==> config.mk <==
export PLATFORM = sky130hd
export DESIGN_NAME = cmm_ctrl
export DESIGN_NICKNAME = d
export VERILOG_FILES = /design/src/rtl/cmm_pkg.sv /design/src/rtl/cmm_ctrl.sv
export SDC_FILE = /design/constraint.sdc
export NUM_CORES = 1
export LEC_CHECK = 0
export BUFFER_PORTS_ARGS = -buffer_cell sky130_fd_sc_hd__buf_4
export CORE_MARGIN = 1.5
export CORE_UTILIZATION = 40
export CTS_BUF_LIST = sky130_fd_sc_hd__clkbuf_16
export DETAILED_ROUTE_END_ITERATION = 8
export MAX_ROUTING_LAYER = met4
export PLACE_DENSITY = 0.65
export SYNTH_ARGS = -nofsm -noshare
export SYNTH_HDL_FRONTEND = slang
export SYNTH_SLANG_ARGS = --single-unit
==> constraint.sdc <==
create_clock -name clock -period 4.25 [get_ports clock]
set_input_delay 0.425 -clock clock [delete_from_list [all_inputs] [get_ports clock]]
set_output_delay 0.425 -clock clock [all_outputs]
set_load 0.005 [all_outputs]
==> src/rtl/cmm_pkg.sv <==
// Shared types, constants and codes of the cost matrix mask and min block.
package cmm_pkg;

   localparam int CMM_MAX_NODES   = 32;
   localparam int CMM_VALUE_WIDTH = 16;

   // operation codes
   localparam logic [2:0] OP_WRITE    = 3'd0;
   localparam logic [2:0] OP_MASK_ROW = 3'd1;
   localparam logic [2:0] OP_MASK_COL = 3'd2;
   localparam logic [2:0] OP_REDUCE   = 3'd3;
   localparam logic [2:0] OP_ROW_MIN  = 3'd4;
   localparam logic [2:0] OP_COL_MIN  = 3'd5;
   // unused codes: no effect, no result
   localparam logic [2:0] OP_SPARE_LO = 3'd6;
   localparam logic [2:0] OP_SPARE_HI = 3'd7;

   // register map (word index taken from paddr[2])
   localparam int         CSR_ADDR_WIDTH   = 3;
   localparam logic       REG_NODE_COUNT   = 1'b0;
   localparam logic [5:0] NODE_COUNT_RESET = 6'd32;

   typedef struct packed {
      logic [2:0]         op;
      logic [4:0]         row_index;
      logic [4:0]         col_index;
      logic signed [15:0] entry_value;
   } req_type;

   typedef struct packed {
      logic [14:0] min_value;
      logic        none_found;
   } rsp_type;

   typedef enum logic [2:0] {
      ST_IDLE,
      ST_MASK_ROW,
      ST_MASK_COL,
      ST_FIND,
      ST_DRAIN,
      ST_DONE
   } state_type;

endpackage

==> src/rtl/cmm_ctrl.sv <==
// Sequencer: line walks for mask and find, running minimum, result register.
module cmm_ctrl #(
   parameter int MAX_NODES   = cmm_pkg::CMM_MAX_NODES,
   parameter int VALUE_WIDTH = cmm_pkg::CMM_VALUE_WIDTH,
   parameter int AW          = $clog2(MAX_NODES * MAX_NODES)
) (
   input  logic                   clock,
   input  logic                   reset,
   input  logic [5:0]             node_count,
   input  logic                   req_valid,
   output logic                   req_stall,
   input  cmm_pkg::req_type       req_data,
   output logic                   rsp_valid,
   input  logic                   rsp_stall,
   output cmm_pkg::rsp_type       rsp_data,
   output logic                   mem_we,
   output logic [AW-1:0]          mem_waddr,
   output logic [VALUE_WIDTH-1:0] mem_wdata,
   output logic                   mem_re,
   output logic [AW-1:0]          mem_raddr,
   input  logic [VALUE_WIDTH-1:0] mem_rdata
);

   localparam int IW = (MAX_NODES > 1) ? $clog2(MAX_NODES) : 1;
   localparam int SW = $clog2(MAX_NODES + 1);
   localparam int NW = (SW > 6) ? SW : 6;
   localparam int CW = (SW > 5) ? SW : 5;
   localparam logic signed [32:0] VMAX = 33'((64'sd1 <<< (VALUE_WIDTH - 1)) - 64'sd1);

   cmm_pkg::state_type state_ff, state_in;

   logic [SW-1:0]          t_ff, t_in;
   logic [IW-1:0]          row_ff, col_ff;
   logic                   reduce_ff, col_ok_ff, along_row_ff;
   logic                   found_ff, rd_pend_ff;
   logic [VALUE_WIDTH-1:0] best_ff;
   logic                   rsp_valid_ff;
   cmm_pkg::rsp_type       rsp_data_ff;

   logic [SW-1:0]     side;
   logic              accept, row_ok, col_ok, last, out_free;
   logic signed [32:0] ev, ev_sat;

   function automatic logic [AW-1:0] addr_of(input logic [IW-1:0] r, input logic [IW-1:0] c);
      return AW'(AW'(r) * AW'(MAX_NODES)) + AW'(c);
   endfunction

   // side in use: node_count clipped to MAX_NODES
   always_comb begin
      if (NW'(node_count) > NW'(MAX_NODES)) begin
         side = SW'(MAX_NODES);
      end else begin
         side = SW'(node_count);
      end
   end

   assign accept   = req_valid && !req_stall;
   assign row_ok   = CW'(req_data.row_index) < CW'(side);
   assign col_ok   = CW'(req_data.col_index) < CW'(side);
   assign last     = SW'(t_ff + 1'b1) == side;
   assign out_free = !rsp_valid_ff || !rsp_stall;

   // write value clamp to [-1, largest positive]
   always_comb begin
      ev = 33'($signed(req_data.entry_value));
      if (ev < -33'sd1) begin
         ev_sat = -33'sd1;
      end else if (ev > VMAX) begin
         ev_sat = VMAX;
      end else begin
         ev_sat = ev;
      end
   end

   // next state
   always_comb begin
      state_in = state_ff;
      unique case (state_ff)
         cmm_pkg::ST_IDLE: begin
            if (accept) begin
               unique case (req_data.op)
                  cmm_pkg::OP_MASK_ROW: begin
                     state_in = row_ok ? cmm_pkg::ST_MASK_ROW : cmm_pkg::ST_IDLE;
                  end
                  cmm_pkg::OP_MASK_COL: begin
                     state_in = col_ok ? cmm_pkg::ST_MASK_COL : cmm_pkg::ST_IDLE;
                  end
                  cmm_pkg::OP_REDUCE: begin
                     if (row_ok) begin
                        state_in = cmm_pkg::ST_MASK_ROW;
                     end else if (col_ok) begin
                        state_in = cmm_pkg::ST_MASK_COL;
                     end else begin
                        state_in = cmm_pkg::ST_IDLE;
                     end
                  end
                  cmm_pkg::OP_ROW_MIN: begin
                     state_in = row_ok ? cmm_pkg::ST_FIND : cmm_pkg::ST_DONE;
                  end
                  cmm_pkg::OP_COL_MIN: begin
                     state_in = col_ok ? cmm_pkg::ST_FIND : cmm_pkg::ST_DONE;
                  end
                  default: begin
                     state_in = cmm_pkg::ST_IDLE;
                  end
               endcase
            end
         end
         cmm_pkg::ST_MASK_ROW: begin
            if (last) begin
               state_in = (reduce_ff && col_ok_ff) ? cmm_pkg::ST_MASK_COL : cmm_pkg::ST_IDLE;
            end
         end
         cmm_pkg::ST_MASK_COL: begin
            if (last) begin
               state_in = cmm_pkg::ST_IDLE;
            end
         end
         cmm_pkg::ST_FIND: begin
            if (last) begin
               state_in = cmm_pkg::ST_DRAIN;
            end
         end
         cmm_pkg::ST_DRAIN: begin
            state_in = cmm_pkg::ST_DONE;
         end
         cmm_pkg::ST_DONE: begin
            if (out_free) begin
               state_in = cmm_pkg::ST_IDLE;
            end
         end
         default: begin
            state_in = cmm_pkg::ST_IDLE;
         end
      endcase
   end

   // outputs to the store and the handshake
   always_comb begin
      req_stall = 1'b1;
      mem_we    = 1'b0;
      mem_waddr = addr_of(IW'(req_data.row_index), IW'(req_data.col_index));
      mem_wdata = '1;
      mem_re    = 1'b0;
      mem_raddr = along_row_ff ? addr_of(row_ff, t_ff[IW-1:0]) : addr_of(t_ff[IW-1:0], col_ff);
      t_in      = SW'(t_ff + 1'b1);
      unique case (state_ff)
         cmm_pkg::ST_IDLE: begin
            req_stall = 1'b0;
            mem_we    = accept && (req_data.op == cmm_pkg::OP_WRITE) && row_ok && col_ok;
            mem_wdata = ev_sat[VALUE_WIDTH-1:0];
            t_in      = '0;
         end
         cmm_pkg::ST_MASK_ROW: begin
            mem_we    = 1'b1;
            mem_waddr = addr_of(row_ff, t_ff[IW-1:0]);
         end
         cmm_pkg::ST_MASK_COL: begin
            mem_we    = 1'b1;
            mem_waddr = addr_of(t_ff[IW-1:0], col_ff);
         end
         cmm_pkg::ST_FIND: begin
            mem_re = 1'b1;
         end
         default: begin
            t_in = '0;
         end
      endcase
      if (last) begin
         t_in = '0;
      end
   end

   always_ff @(posedge clock) begin
      if (reset) begin
         state_ff     <= cmm_pkg::ST_IDLE;
         t_ff         <= '0;
         found_ff     <= 1'b0;
         rd_pend_ff   <= 1'b0;
         rsp_valid_ff <= 1'b0;
      end else begin
         state_ff   <= state_in;
         t_ff       <= t_in;
         rd_pend_ff <= mem_re;
         if (state_ff == cmm_pkg::ST_IDLE && accept) begin
            found_ff <= 1'b0;
         end else if (rd_pend_ff && !mem_rdata[VALUE_WIDTH-1]
                      && (!found_ff || mem_rdata < best_ff)) begin
            found_ff <= 1'b1;
         end
         if (state_ff == cmm_pkg::ST_DONE && out_free) begin
            rsp_valid_ff <= 1'b1;
         end else if (!rsp_stall) begin
            rsp_valid_ff <= 1'b0;
         end
      end
   end

   // payload registers
   always_ff @(posedge clock) begin
      if (state_ff == cmm_pkg::ST_IDLE && accept) begin
         row_ff       <= IW'(req_data.row_index);
         col_ff       <= IW'(req_data.col_index);
         reduce_ff    <= req_data.op == cmm_pkg::OP_REDUCE;
         col_ok_ff    <= col_ok;
         along_row_ff <= req_data.op == cmm_pkg::OP_ROW_MIN;
      end
      if (rd_pend_ff && !mem_rdata[VALUE_WIDTH-1] && (!found_ff || mem_rdata < best_ff)) begin
         best_ff <= mem_rdata;
      end
      if (state_ff == cmm_pkg::ST_DONE && out_free) begin
         rsp_data_ff.min_value  <= found_ff ? 15'(best_ff) : 15'd0;
         rsp_data_ff.none_found <= !found_ff;
      end
   end

   assign rsp_valid = rsp_valid_ff;
   assign rsp_data  = rsp_data_ff;

endmodule

==> qor.txt <==
PD cells = 350 nW/um2
End of the worst hold path = best_ff[0]
Total of max-cap violations = 0
Share of post-route cells with drive strength above 1 = 0.331
# Post-CTS Setup Buffers = 0
Syn Nets = 421
Per-cell routed wire length = 15.0 um
Detailed router's first-iteration violation count = 203
Global Route Usage Sum = 0.198
Sequential share of power = 0.399
Largest cells by area after synthesis = edfxtp_1 39%, ha_1 9.1%, dfxtp_1 7.0%
Seq/Total Area, Yosys = 0.463
Worst Path Arrival = 2.54 ns
Count of final hold-check violations = 0
Sw Pwr = 388 uW
# port buffers = 110
Clock Pin Slew Worst Setup and Hold Paths = 0.05 ns
Asr flop ratio synth = 0
CTS root buf = clkbuf_16
Yosys reg bits = 57
Vias/cell = 5.36
Row count = 33
DRT Pass-1 Iters = 4
Max Buffers Root-to-Sink = 2
Synth Flop Type = edfxtp_1
Worst r2r src = state_ff[0]
Post-synth EDFFs = 45
CP Class = reg2out
Final Cycle Share = 0.697
P_leak = 1.90 nW
Hold Path Cell Cnt = 1
Cell count after placement = 540
CTS H-tree lvls = 3
CTS resizes = 0
Startpoint Class = flop
CP required = 3.83 ns
Final min period = 2.96 ns
Status = completed
Post-synth top area cell = edfxtp_1
Fin cells = 555
Sw Share = 0.240
CTS tree = yes
Most numerous cell in the Yosys netlist = edfxtp_1
Number of routed nets with antenna violations = 0
R2R depth = 6
First-pass GRT wire length = 13400 um
DRC errors left = 0
Die height = 95.7 um
Min Hold Slack = 0.293 ns
CTS buffer count = 9
Relative slew slack = 0.225
Initial core utilization = 0.416
Final WL = 8310 um
Die Wd = 95.7 um
ANT cells = 0
Netlist cell types = 50
Clk pwr share = 0.413
Clock Skews = 0.00380 ns
Average cell area after synthesis = 10.1 um2
Critical Path Sink Type = primary output
Synth cell count leaders = 45 x edfxtp_1, 36 x nor2_1, 25 x ha_1, 23 x inv_1, 21 x a21oi_1
Final net count = 526
Clock latency at the later pin of the worst-skew pair = 0.31 ns
Hold_buf cts = 0
Worst hold start = mem_rdata[0]
DIE AREA = 9150 um2
Hold Crit Class = in2reg
Post-detail-place hpwl = 6300 um
R2R Setup Slk = 1.68 ns
Core area = 8260 um2
Final setup TNS = 0 ns
Cell Area, Synth = 3440 um2
Combinational share of power = 0.188
VDD IR-drop max = 0.189 mV
Worst Tran Pin Value = 1.16 ns
Unrepaired setup endpoints after global routing = no
Synth Instances = 341
Slew Viols, Final = 0
Synthesis-to-finish area growth = 34.0%
Internal power = 1.22 mW
Largest net degree at the start of global routing = 33
Initial antenna violation count = 0
Vias in the first global route = 2802
Fmax achieved = 0.338 GHz
Worst R2R End = state_ff[1]
Final setup viols = 0
CP max FO = 19
Top-area cell type share of the netlist area = 0.393
Yosys warnings = 0
CTS Sinks = 57
I/O pin count = 111
Final GP Congestion = 0.857
GRT overflow = 0
Vias = 2976
-- cells by family (layout without fill, tap and decap cells) --
kind of cell / count (synthesis) / count (layout) / synth area share
AO/OA/AOI/OAI: 83 / 83 / 0.160
XOR/XNOR: 8 / 8 / 0.0244
flip-flops: 57 / 57 / 0.463
AND/OR/NAND/NOR: 115 / 115 / 0.173
multiplexers: 11 / 11 / 0.0361
buffers and inverters: 42 / 151 / 0.0524
adder cells (fa/ha/maj): 25 / 25 / 0.0910
-- how the worst max path moves through the flow --
| stage | from | endpoint | slack, ns |
|---|---|---|---|
| finish | state_ff[1] | mem_waddr[6] | 1.29 |
| global route | state_ff[1] | mem_waddr[6] | 1.09 |
| CTS | state_ff[1] | mem_waddr[6] | 1.32 |
| detailed placement | mem_rdata[1] | best_ff[4] | 1.61 |
| global placement | mem_rdata[1] | best_ff[4] | 1.64 |
| floorplan | mem_rdata[13] | best_ff[0] | 1.24 |
-- placed cells by master (no fill, tap or decap), types with 5 or more instances in the layout --
cell / count
nor2_1: 36
nand4_1: 6
o21ai_0: 7
inv_1: 23
xnor2_1: 5
o22ai_1: 20
nand2b_1: 9
edfxtp_1: 45
nand3_1: 8
a21oi_1: 21
or2_1: 6
or2_2: 9
mux2_2: 10
dfxtp_1: 12
buf_4: 112
a21o_1: 7
nand2_1: 14
ha_1: 25
o22a_1: 10
nor3_1: 7
clkbuf_16: 9
-- stage by stage --
step / area (um2) / power (mW) / utilization / setup slack [ns]
after global routing: 4600 / 1.69 / 0.558 / 1.09
after floorplan: 3440 / 0.802 / - / 1.24
final: 4600 / 1.61 / 0.558 / 1.29
after global placement: 4330 / 0.953 / 0.524 / 1.64
after CTS: 4600 / 1.63 / 0.558 / 1.32
after detailed placement: 4330 / 0.957 / 0.524 / 1.61
-- final cells by class --
type | instances | area (um2)
Inverter | 24 | 90.1
Timing Repair Buffer | 112 | 841
Tap cell | 105 | 131
Sequential cell | 57 | 1590
Fill cell | 737 | 3650
Clock inverter | 6 | 50.0
Multi-Input combinational cell | 242 | 1680
Clock buffer | 9 | 225
-- worst max-delay path: stages, from the launching register on --
cell and delay [ns]:
dfxtp_1 0.81, inv_1 0.41, nand2_1 0.46, o22ai_1 0.16, a21oi_1 0.23, buf_4 0.15
-- power by group through the flow --
stage          Sequential [mW]  Clock (mW)  Combinational (mW)
3_3_place_gp             0.652           0               0.300
6_report                 0.643       0.666               0.304
2_1_floorplan            0.636           0               0.166
4_1_cts                  0.642       0.683               0.306
3_5_place_dp             0.653           0               0.304
5_1_grt                  0.646       0.706               0.337
-- routing by layer --
metal,wire (um),global-route usage
met1,3770,0.262
met2,3970,0.302
met3,535,0.0447
met4,36,0.0588
met5,0,-
-- sequential cells by signal, indices dropped and copies added (netlist names) --
signal	count
col_ff	5
reduce_ff	1
col_ok_ff	1
row_ff	5
t_ff	6
rsp_valid	1
best_ff	16
found_ff	1
rsp_data	16
state_ff	3
rd_pend_ff	1
along_row_ff	1
(Power assumes the default switching activity.)
